--- config.mk ---
export PLATFORM = sky130hd
export DESIGN_NAME = sorted_table_binary_search_core
export DESIGN_NICKNAME = d
export VERILOG_FILES = /design/src/rtl/stbs_pkg.sv /design/src/rtl/stbs_table_ram.sv /design/src/rtl/stbs_search_engine.sv /design/src/rtl/sorted_table_binary_search_core.sv
export SDC_FILE = /design/constraint.sdc
export NUM_CORES = 2
export LEC_CHECK = 0
export BUFFER_PORTS_ARGS = -buffer_cell sky130_fd_sc_hd__buf_4
export CAP_MARGIN = 20
export CORE_MARGIN = 2
export CORE_UTILIZATION = 35
export DETAILED_ROUTE_END_ITERATION = 10
export PLACE_DENSITY = 0.53
export SYNTH_ARGS = -nofsm -noshare
export SYNTH_HDL_FRONTEND = slang
export SYNTH_SLANG_ARGS = --single-unit
--- constraint.sdc ---
create_clock -name i_clk -period 7.6 [get_ports i_clk]
set_input_delay 2.28 -clock i_clk [delete_from_list [all_inputs] [get_ports i_clk]]
set_output_delay 2.28 -clock i_clk [all_outputs]
set_load 0.02 [all_outputs]
--- src/rtl/stbs_pkg.sv ---
// Shared types and constants for the sorted table binary search core.
// Used by every module of the block and by its checker; no dependencies.
`timescale 1ns / 1ps

package stbs_pkg;

    localparam int TABLE_DEPTH_DEFAULT = 128;
    localparam int IDX_W               = 7;
    localparam int DATA_W              = 32;

    localparam logic CMD_LOAD   = 1'b0;
    localparam logic CMD_SEARCH = 1'b1;

    typedef struct packed {
        logic                     command;
        logic [IDX_W-1:0]         entry_address;
        logic signed [DATA_W-1:0] entry_value;
        logic signed [DATA_W-1:0] search_key;
        logic [IDX_W-1:0]         range_low;
        logic [IDX_W-1:0]         range_high;
    } t_in_item;

    typedef struct packed {
        logic             found;
        logic [IDX_W-1:0] match_index;
    } t_out_item;

    // Engine status toward the top level
    typedef struct packed {
        logic idle;   // ready for a new item
        logic done;   // result handed over this cycle
    } t_eng_stat;

endpackage

--- src/rtl/stbs_table_ram.sv ---
// Table storage: one write port, one read port, registered read data.
// Depends on stbs_pkg for the entry width.
`timescale 1ns / 1ps

module stbs_table_ram #(
    parameter int TABLE_DEPTH = stbs_pkg::TABLE_DEPTH_DEFAULT,
    parameter int AW          = $clog2(TABLE_DEPTH)
) (
    input  logic                             i_clk,
    input  logic                             i_we,
    input  logic [AW-1:0]                    i_waddr,
    input  logic signed [stbs_pkg::DATA_W-1:0] i_wdata,
    input  logic [AW-1:0]                    i_raddr,
    output logic signed [stbs_pkg::DATA_W-1:0] o_rdata
);

    logic signed [stbs_pkg::DATA_W-1:0] r_mem [TABLE_DEPTH];
    logic signed [stbs_pkg::DATA_W-1:0] r_rdata;

    always_ff @(posedge i_clk) begin
        if (i_we) begin
            r_mem[i_waddr] <= i_wdata;
        end
    end

    always_ff @(posedge i_clk) begin
        r_rdata <= r_mem[i_raddr];
    end

    assign o_rdata = r_rdata;

endmodule

--- src/rtl/stbs_search_engine.sv ---
// Search sequencer: takes load and search items, drives the table ports,
// narrows the index range one probe per cycle. Depends on stbs_pkg.
`timescale 1ns / 1ps

module stbs_search_engine #(
    parameter int TABLE_DEPTH = stbs_pkg::TABLE_DEPTH_DEFAULT,
    parameter int AW          = $clog2(TABLE_DEPTH)
) (
    input  logic                               i_clk,
    input  logic                               i_rst_n,
    input  logic                               i_start,
    input  stbs_pkg::t_in_item                 i_item,
    input  logic                               i_res_free,
    output stbs_pkg::t_eng_stat                o_stat,
    output stbs_pkg::t_out_item                o_res,
    output logic                               o_ram_we,
    output logic [AW-1:0]                      o_ram_waddr,
    output logic signed [stbs_pkg::DATA_W-1:0] o_ram_wdata,
    output logic [AW-1:0]                      o_ram_raddr,
    input  logic signed [stbs_pkg::DATA_W-1:0] i_ram_rdata
);

    localparam int IW = stbs_pkg::IDX_W;
    localparam int CW = (AW > IW) ? AW : IW;

    localparam logic [1:0] ST_IDLE  = 2'd0;
    localparam logic [1:0] ST_PROBE = 2'd1;
    localparam logic [1:0] ST_DONE  = 2'd2;

    logic [1:0]                         r_state, n_state;
    logic [IW-1:0]                      r_lo, n_lo;
    logic [IW-1:0]                      r_hi, n_hi;
    logic [IW-1:0]                      r_mid;
    logic signed [stbs_pkg::DATA_W-1:0] r_key;
    stbs_pkg::t_out_item                r_res, n_res;

    logic          w_search;
    logic [IW-1:0] w_in_hi;
    logic          w_in_empty;
    logic [IW:0]   w_sum;
    logic [IW-1:0] w_rd_mid;
    logic [CW-1:0] w_raddr_ext;
    logic [CW-1:0] w_waddr_ext;
    logic          w_lt;
    logic          w_gt;

    assign w_search = i_start && (i_item.command == stbs_pkg::CMD_SEARCH);

    // clamp the high bound to the last table entry
    always_comb begin
        if (CW'(i_item.range_high) > CW'(TABLE_DEPTH - 1)) begin
            w_in_hi = IW'(TABLE_DEPTH - 1);
        end else begin
            w_in_hi = i_item.range_high;
        end
    end
    assign w_in_empty = i_item.range_low > w_in_hi;

    assign w_lt = r_key < i_ram_rdata;
    assign w_gt = r_key > i_ram_rdata;

    always_comb begin
        n_state = r_state;
        n_lo    = r_lo;
        n_hi    = r_hi;
        n_res   = r_res;
        case (r_state)
            ST_IDLE: begin
                n_lo = i_item.range_low;
                n_hi = w_in_hi;
                if (w_search) begin
                    n_res = '0;
                    n_state = w_in_empty ? ST_DONE : ST_PROBE;
                end
            end
            ST_PROBE: begin
                if (!w_lt && !w_gt) begin
                    n_res.found       = 1'b1;
                    n_res.match_index = r_mid;
                    n_state           = ST_DONE;
                end else if (w_lt) begin
                    // range empties once the probe sits on the low bound
                    if (r_mid == r_lo) begin
                        n_state = ST_DONE;
                    end else begin
                        n_hi = r_mid - IW'(1);
                    end
                end else begin
                    if (r_mid == r_hi) begin
                        n_state = ST_DONE;
                    end else begin
                        n_lo = r_mid + IW'(1);
                    end
                end
            end
            ST_DONE: begin
                if (i_res_free) begin
                    n_state = ST_IDLE;
                end
            end
            default: begin
                n_state = ST_IDLE;
            end
        endcase
    end

    // next probe address comes straight from the narrowed bounds
    assign w_sum       = {1'b0, n_lo} + {1'b0, n_hi};
    assign w_rd_mid    = w_sum[IW:1];
    assign w_raddr_ext = CW'(w_rd_mid);
    assign o_ram_raddr = w_raddr_ext[AW-1:0];

    assign w_waddr_ext = CW'(i_item.entry_address);
    assign o_ram_we    = i_start && (i_item.command == stbs_pkg::CMD_LOAD)
                         && (w_waddr_ext <= CW'(TABLE_DEPTH - 1));
    assign o_ram_waddr = w_waddr_ext[AW-1:0];
    assign o_ram_wdata = i_item.entry_value;

    always_ff @(posedge i_clk) begin
        if (!i_rst_n) begin
            r_state <= ST_IDLE;
        end else begin
            r_state <= n_state;
        end
    end

    always_ff @(posedge i_clk) begin
        r_lo  <= n_lo;
        r_hi  <= n_hi;
        r_mid <= w_rd_mid;
        r_res <= n_res;
        if (w_search) begin
            r_key <= i_item.search_key;
        end
    end

    assign o_stat.idle = (r_state == ST_IDLE);
    assign o_stat.done = (r_state == ST_DONE) && i_res_free;
    assign o_res       = r_res;

endmodule

--- src/rtl/sorted_table_binary_search_core.sv ---
// Top level of the sorted table binary search core: handshakes and result
// register around the search engine and table memory. Depends on stbs_pkg.
`timescale 1ns / 1ps

// Sorted table binary search core. Software loads the table one entry per
// item (command = load) and keeps it sorted ascending; a load returns nothing,
// and a load beyond the table is dropped. A search item carries a signed key
// and an inclusive index range; the high bound is clamped to the last entry.
// The block probes the midpoint, rounded down, narrows the range and returns
// found plus the match index (0 when not found). A search occupies the engine
// from accept through its probes (at most floor(log2(range size)) + 1, so 8
// for a 128-entry table) to the hand-over of the result to the output
// register; the hand-over waits while that register is full, and an empty
// range goes from accept to hand-over without a probe. The probe rate is set
// by the single table read port, read once per probe with registered read
// data. Items are taken one at a time: loads and searches never overlap, so a
// table write never races a probe read. The output register lets the next
// item enter while the previous result still waits for the consumer. Entries
// must be loaded before a search can probe them; the table has no reset.

module sorted_table_binary_search_core #(
    parameter int TABLE_DEPTH = stbs_pkg::TABLE_DEPTH_DEFAULT
) (
    input  logic                i_clk,
    input  logic                i_rst_n,
    input  logic                i_in_valid,
    output logic                o_in_ready,
    input  stbs_pkg::t_in_item  i_in_item,
    output logic                o_out_valid,
    input  logic                i_out_ready,
    output stbs_pkg::t_out_item o_out_item
);

    localparam int AW = $clog2(TABLE_DEPTH);

    stbs_pkg::t_eng_stat                w_stat;
    stbs_pkg::t_out_item                w_res;
    logic                               w_start;
    logic                               w_res_free;
    logic                               w_ram_we;
    logic [AW-1:0]                      w_ram_waddr;
    logic signed [stbs_pkg::DATA_W-1:0] w_ram_wdata;
    logic [AW-1:0]                      w_ram_raddr;
    logic signed [stbs_pkg::DATA_W-1:0] w_ram_rdata;

    logic                r_out_valid;
    stbs_pkg::t_out_item r_out_item;

    // accept only while the engine sits idle
    assign o_in_ready = w_stat.idle;
    assign w_start    = i_in_valid && o_in_ready;

    // result slot is free when empty or drained this cycle
    assign w_res_free = !r_out_valid || i_out_ready;

    stbs_search_engine #(
        .TABLE_DEPTH (TABLE_DEPTH),
        .AW          (AW)
    ) u_engine (
        .i_clk       (i_clk),
        .i_rst_n     (i_rst_n),
        .i_start     (w_start),
        .i_item      (i_in_item),
        .i_res_free  (w_res_free),
        .o_stat      (w_stat),
        .o_res       (w_res),
        .o_ram_we    (w_ram_we),
        .o_ram_waddr (w_ram_waddr),
        .o_ram_wdata (w_ram_wdata),
        .o_ram_raddr (w_ram_raddr),
        .i_ram_rdata (w_ram_rdata)
    );

    stbs_table_ram #(
        .TABLE_DEPTH (TABLE_DEPTH),
        .AW          (AW)
    ) u_table (
        .i_clk   (i_clk),
        .i_we    (w_ram_we),
        .i_waddr (w_ram_waddr),
        .i_wdata (w_ram_wdata),
        .i_raddr (w_ram_raddr),
        .o_rdata (w_ram_rdata)
    );

    // output register: load on hand-over, drop on consumer accept
    always_ff @(posedge i_clk) begin
        if (!i_rst_n) begin
            r_out_valid <= 1'b0;
        end else if (w_stat.done) begin
            r_out_valid <= 1'b1;
        end else if (i_out_ready) begin
            r_out_valid <= 1'b0;
        end
    end

    always_ff @(posedge i_clk) begin
        if (w_stat.done) begin
            r_out_item <= w_res;
        end
    end

    assign o_out_valid = r_out_valid;
    assign o_out_item  = r_out_item;

endmodule

[Yosys cells after proc, flatten, opt, wreduce, memory -nomap -nowiden]
Memory sizes are Yosys's and may differ from the RTL's. A register that Yosys moved wholly into a read port is not among the register bits.
Index checks and enable logic that the tools add are counted.
Storage, ports and cells
  register bits after elaboration: 72
  bits in latches: 0
  memory bits (writable): 4096
  ROM bits: 0
  bits of input ports: 90
  output and inout port bits: 10
  word-level logic and storage cells: 68
  memories: 1
Memory list
  u_table.r_mem: depth 128, width 32, rd ports 1, clocked after Yosys merged registers in 1, write ports 1, RTL line stbs_table_ram.sv:17  | logic signed [stbs_pkg::DATA_W-1:0] r_mem [TABLE_DEPTH];
Operators by class
  add/subtract/negate cells: 3
  $mul: 0
  div/mod/pow operators: 0
  $lt $le $gt $ge: 5
  eq/ne operators: 9
  shift operators: 0
  muxes and demuxes: 24
  bitwise logic cells: 1
  reductions and logical operators: 15
Operator list (number)
  7-bit two-way mux: 7
  32-bit greater-than comparator: 1
  32-bit < comparator: 1
  7-bit case mux with 2 select lines: 2
  8-bit two-way mux: 2
  8-bit case mux with 2 select lines: 1
  7-bit equality test: 2
  2-bit two-way mux: 7
  7-bit by 7-bit adder with 8-bit output: 1
  7-bit by 1-bit adder with 7-bit output (second input constant): 1
  7-bit greater-than comparator: 1
  7-bit greater-than comparator (second input constant): 1
  7-bit <= comparator (second input constant): 1
  7-bit by 1-bit subtractor with 7-bit output (second input constant): 1
  1-bit logical AND: 6
  2-bit by 1-bit != test with 1-bit output (second input constant): 3
  2-bit case mux with 3 select lines: 1
  1-bit two-way mux: 4
  4-bit by 1-bit != test with 1-bit output (second input constant): 1
  4-bit != test (second input constant): 1
  4-bit AND reduction: 1
  2-bit nonzero test: 2
  1-bit logical NOT: 3
  3-bit AND reduction: 1
  5 further kinds: 5

[Logic depth before layout (Yosys ltp)]
  depth after elaboration: 6
  mapped depth: 28
  depth with buffers taken out: 26

[Hierarchy]
From an unflattened synthesis, not the netlist that was laid out.
Unflattened totals
  cells, all modules: 6425
  area, all modules: 160751.7 sq um
Modules (own cells, without submodules)
  stbs_table_ram: instances 1, cells an instance 5990, area each 156276.1 sq um
  stbs_search_engine: instances 1, cells an instance 422, area each 4180.3 sq um
  sorted_table_binary_search_core: instances 1, cells an instance 13, area each 295.3 sq um

[Worst setup path before layout]
Ideal clock, no wire load.
  path type: input-to-reg
  start: in i_in_item[0] (netlist bit)
  end: reg u_table.r_rdata (netlist bit u_table.o_rdata[31]), read port of u_table.r_mem
  setup time: 0.122 ns
  arrival time: 5.955 ns
  required time: 7.478 ns
  slack: 1.523 ns
  stages on the path: 15
  path buffers: 4
  cells stage by stage: mux2i_1 -> mux2_2 -> o21ai_0 -> and2_1 -> nand2_1 -> fa_1 -> clkbuf_1 -> clkbuf_1 -> buf_1 -> clkbuf_1 -> mux4_2 -> mux2i_1 -> mux2i_1 -> o22ai_1 -> nor4_2
Between the ends
  word-level cells in the longest chain between the ends: 4
RTL lines
  from (decl): RTL line sorted_table_binary_search_core.sv:28  | input stbs_pkg::t_in_item i_in_item,
  7-bit greater-than comparator: RTL line stbs_search_engine.sv:51  | if (CW'(i_item.range_high) > CW'(TABLE_DEPTH - 1)) begin
  7-bit two-way mux *: RTL line stbs_search_engine.sv:51
  7-bit case mux with 2 select lines *: RTL line stbs_search_engine.sv:67  | case (r_state)
  net u_engine.n_hi[0]: RTL line stbs_search_engine.sv:32  | logic [IW-1:0] r_hi, n_hi;
  7-bit by 7-bit adder with 8-bit output *: RTL line stbs_search_engine.sv:108  | assign w_sum = {1'b0, n_lo} + {1'b0, n_hi};
  to (decl): RTL line stbs_table_ram.sv:18  | logic signed [stbs_pkg::DATA_W-1:0] r_rdata;
Mark *: on every way through the listed nets, which the timed path passes. The rest lies on a longest branch.
A chain may end at the register's enable or synchronous reset.

[Worst setup path after layout]
  start: reg u_table.r_rdata (netlist bit u_table.o_rdata[15]), read port of u_table.r_mem
  end: reg u_table.r_rdata (netlist bit u_table.o_rdata[14]), read port of u_table.r_mem
Between the ends
  word-level cells in the longest chain between the ends: 6
  elaborated cells on any way between the ends: 12
  classes of those cells: 1 x add/sub; 2 x order compare; 6 x mux; 3 x reduce/logical
RTL lines
  32-bit < comparator / 32-bit greater-than comparator (equally long branches): RTL line stbs_search_engine.sv:59, stbs_search_engine.sv:60
  1-bit logical NOT: RTL line stbs_search_engine.sv:77  | if (!w_lt && !w_gt) begin
  1-bit logical AND: RTL line stbs_search_engine.sv:77
  7-bit two-way mux: RTL line stbs_search_engine.sv:77
  7-bit case mux with 2 select lines: RTL line stbs_search_engine.sv:67
  7-bit by 7-bit adder with 8-bit output *: RTL line stbs_search_engine.sv:108
Mark *: on every way between the ends. The rest lies on a longest branch, timed or not.

==> flow_metrics.py <==
metrics = {
    "synthesis": {
        "synth_xor_area_share_pct": 0.146,
        "synth_warnings": 0,
        "postSynthCellCount": 7100,
        "synth_top_area_cell": "edfxtp_1",
        "muxShareOfSynthArea_pct": 18.4,
        "netlist_top_cells_area": "edfxtp_1 77%, mux4_2 14%, mux2i_1 3.8%",
        "synthAdderAreaFrac_pct": 0.374,
        "synth_ff_type": "edfxtp_1",
        "syn_nets": 7238,
        "ys_seq_area_share_pct": 77.3,
        "syn_area_sq_um": 162000,
        "synth_cell_types": 72,
        "async_reset_ff_share_pct": 0,
        "syn_avg_cell_area_sq_um": 22.9,
        "yosysTopAreaCellShare_pct": 76.6,
        "synth_compound_area_share_pct": 1.33,
        "yosys.area_share.simple_pct": 1.30,
        "synth_top_family_by_area": "multiplexers",
        "synth-edff-count": 4144,
        "ys_ff_latch": 4200,
    },
    "timing": {
        "holdWs_ns": 0.538,
        "clock.fmax_mhz": 135,
        "maxSlewViolCount": 0,
        "rsz0062_at_grt": "no",
        "maxSlewHeadroom_pct": 21.3,
        "finalSetupViolCount": 0,
        "setup_ws_ns": 0.170,
        "clock-skew-final_ns": 0.0752,
        "min_period_over_period_pct": 97.8,
        "fin_crit_ns": 7.43,
        "setup_tns_ns": 0,
        "final-hold-violation-count": 0,
        "worstMarginPinSlew_ns": 1.17,
    },
    "drt": {
        "vias": 77962,
        "wl_microns": 467000,
        "drt_iter0_drc": 9243,
        "ant_nets": 0,
        "drt-pass1-iter-count": 8,
        "drc_errors": 0,
        "routedWlPerCell_microns": 32.5,
        "via_per_inst": 5.43,
    },
    "min_path": {
        "hold_path_end": "o_out_item[0]$_DFFE_PP_",
        "hold_path_depth": 0,
        "min_path_type": "flip-flop to flip-flop",
        "worstHoldStart": "u_engine.o_res[0]$_SDFFCE_PP0P_",
    },
    "critical_path": {
        "worstRegToRegCells": 22,
        "regToRegEndpoint": "u_table.o_rdata[14]$_DFF_P_",
        "cp_max_fo": 29,
        "reg2reg_setup_slack_ns": 0.17,
        "cp-end-kind": "flip-flop",
        "r2r-start": "u_table.o_rdata[15]$_DFF_P_",
        "start_kind": "flip-flop",
        "cp-startpoint": "u_table.o_rdata[15]$_DFF_P_",
        "path_class": "flip-flop to flip-flop",
        "worst_ep_required_time_ns": 8.44,
        "cp_data_arrival_time_ns": 8.27,
    },
    "run": {
        "max-cap-violations": 0,
    },
    "finish": {
        "n_fill_cell": 40325,
        "nNetsFinal": 7930,
        "final_cell_mix": "4144 x edfxtp_1, 1024 x mux4_2, 612 x mux2i_1",
        "final_common_cell": "edfxtp_1",
        "layout.cells.non_filler": 14355,
        "areaGrowthSynthToFinish_pct": 16.9,
        "drive_gt1_share_pct": 31.0,
    },
    "clocking": {
        "cts_sinks": 4200,
        "cts-root-buf": "clkbuf_16",
        "clock_latency_ns": 1.02,
        "cts_buffers": 441,
        "clock_path_buffers": 4,
        "cts_tree": "built",
        "holdBufCountCts": 0,
        "cts-htree-levels": 5,
        "clk_pin_slew_ns": 0.06,
    },
    "global_routing": {
        "grt_max_degree": 129,
        "grt_pass1_wl_microns": 644000,
        "overflow": 0,
        "grt_use_total_pct": 19.5,
        "first_global_vias": 79184,
        "antenna_found_initial": 45,
    },
    "floorplan": {
        "die_x_microns": 685,
        "initial_core_util_pct": 35.1,
        "core-area_sq_um": 463000,
        "rows": 250,
        "die_y_microns": 685,
        "die_area_sq_um": 469000,
        "pin_count": 100,
    },
    "place": {
        "place_inst": 13520,
        "portBuffers": 99,
        "gp_congestion": 0.847,
        "hpwl_microns": 288000,
        "dp_slack_ns": -0.936,
    },
    "run_status": {
        "status": "finished, final reports clean",
    },
}
-- routing by layer --
layer	track usage, %	part of all wire [%]
met4	6.08	3.3
met2	32.0	49
met3	2.69	6.4
met5	0	0.0088
met1	27.0	42
-- cells by family (layout without fill, tap and decap cells) --
| kind of cell | after synthesis | in the layout |
|---|---|---|
| other | 0 | 9 |
| buffers and inverters | 433 | 1505 |
| muxes | 1704 | 1704 |
| xor gates and xnor gates | 27 | 27 |
| DFF | 4200 | 4200 |
| AOI/OAI and AO/OA | 312 | 312 |
| adders and majority gates | 48 | 48 |
| and+or+nand+nor | 376 | 376 |
-- how the worst max path moves through the flow --
stage,endpoint,slack [ns],depth (start not counted)
after global placement,u_table.o_rdata[2]$_DFF_P_,-1.59,24
after detailed placement,u_table.o_rdata[2]$_DFF_P_,-0.94,24
final,u_table.o_rdata[14]$_DFF_P_,0.17,22
after floorplan,u_table.o_rdata[31]$_DFF_P_,1.52,15
after global routing,u_table.o_rdata[6]$_DFF_P_,0.03,26
after CTS,u_table.o_rdata[15]$_DFF_P_,0.02,21
-- layout make-up --
type	count	area [sq um]	area share, %
Sequential cell	4200	126000	66.2
Clock buffer	535	11600	6.09
Clock inverter	288	2840	1.50
Antenna cell	9	22.5	0.0119
Timing Repair Buffer	625	5730	3.02
Inverter	57	226	0.119
Multi-Input combinational cell	2467	36100	19.0
Tap cell	6174	7720	4.07
-- registers in the layout, summed over array words and instances (netlist names) --
name and cells:
u_engine.r_mid 7, u_engine.o_res 8, o_out_item 8, u_table.o_rdata 32, o_out_valid 1, u_table.r_mem 4096, u_engine.r_lo 7, u_engine.r_hi 7
u_engine.r_key 32, u_engine.r_state 2
-- Yosys cell counts (all sizes together) (32+ instances only) --
library cell  number
a22o              32
buf              112
clkbuf           264
dfxtp             56
edfxtp          4144
ha                47
inv               57
mux2              67
mux2i            613
mux4            1024
nor2             158
nor2b             74
nor4              34
o21ai             77
o22ai             65
-- through the flow --
step                instance area, sq um  util, %
floorplan                         162000        -
global placement                  175000     37.8
detailed placement                175000     37.9
CTS                               190000     41.0
global route                      190000     41.0
finish                            190000     41.0
-- critical path, stage by stage (launching register included) --
cell,delay [ns]
dfxtp_1,0.48
inv_1,0.09
ha_1,0.30
nand4_1,0.21
inv_1,0.08
a221o_1,0.57
o31a_1,0.38
nor2_1,0.21
nor2_1,0.09
a21oi_1,0.25
o21ai_1,0.24
a21oi_1,0.28
o22ai_1,0.20
fa_4,0.98
buf_12,0.23
buf_12,0.29
mux4_2,0.56
a2111oi_0,0.88
o21ai_0,0.22
buf_4,0.22
o21ai_0,0.13
buf_4,0.26
nor4_2,0.05
-- what timing repair did --
item,in CTS,in global routing
buffers inserted,0,0
setup endpoints to repair,10,9
resized for setup,5,6
Power is left out: the tool's default activity adds up to more than one toggle a clock period on the data nets, which glitch-free logic cannot reach.
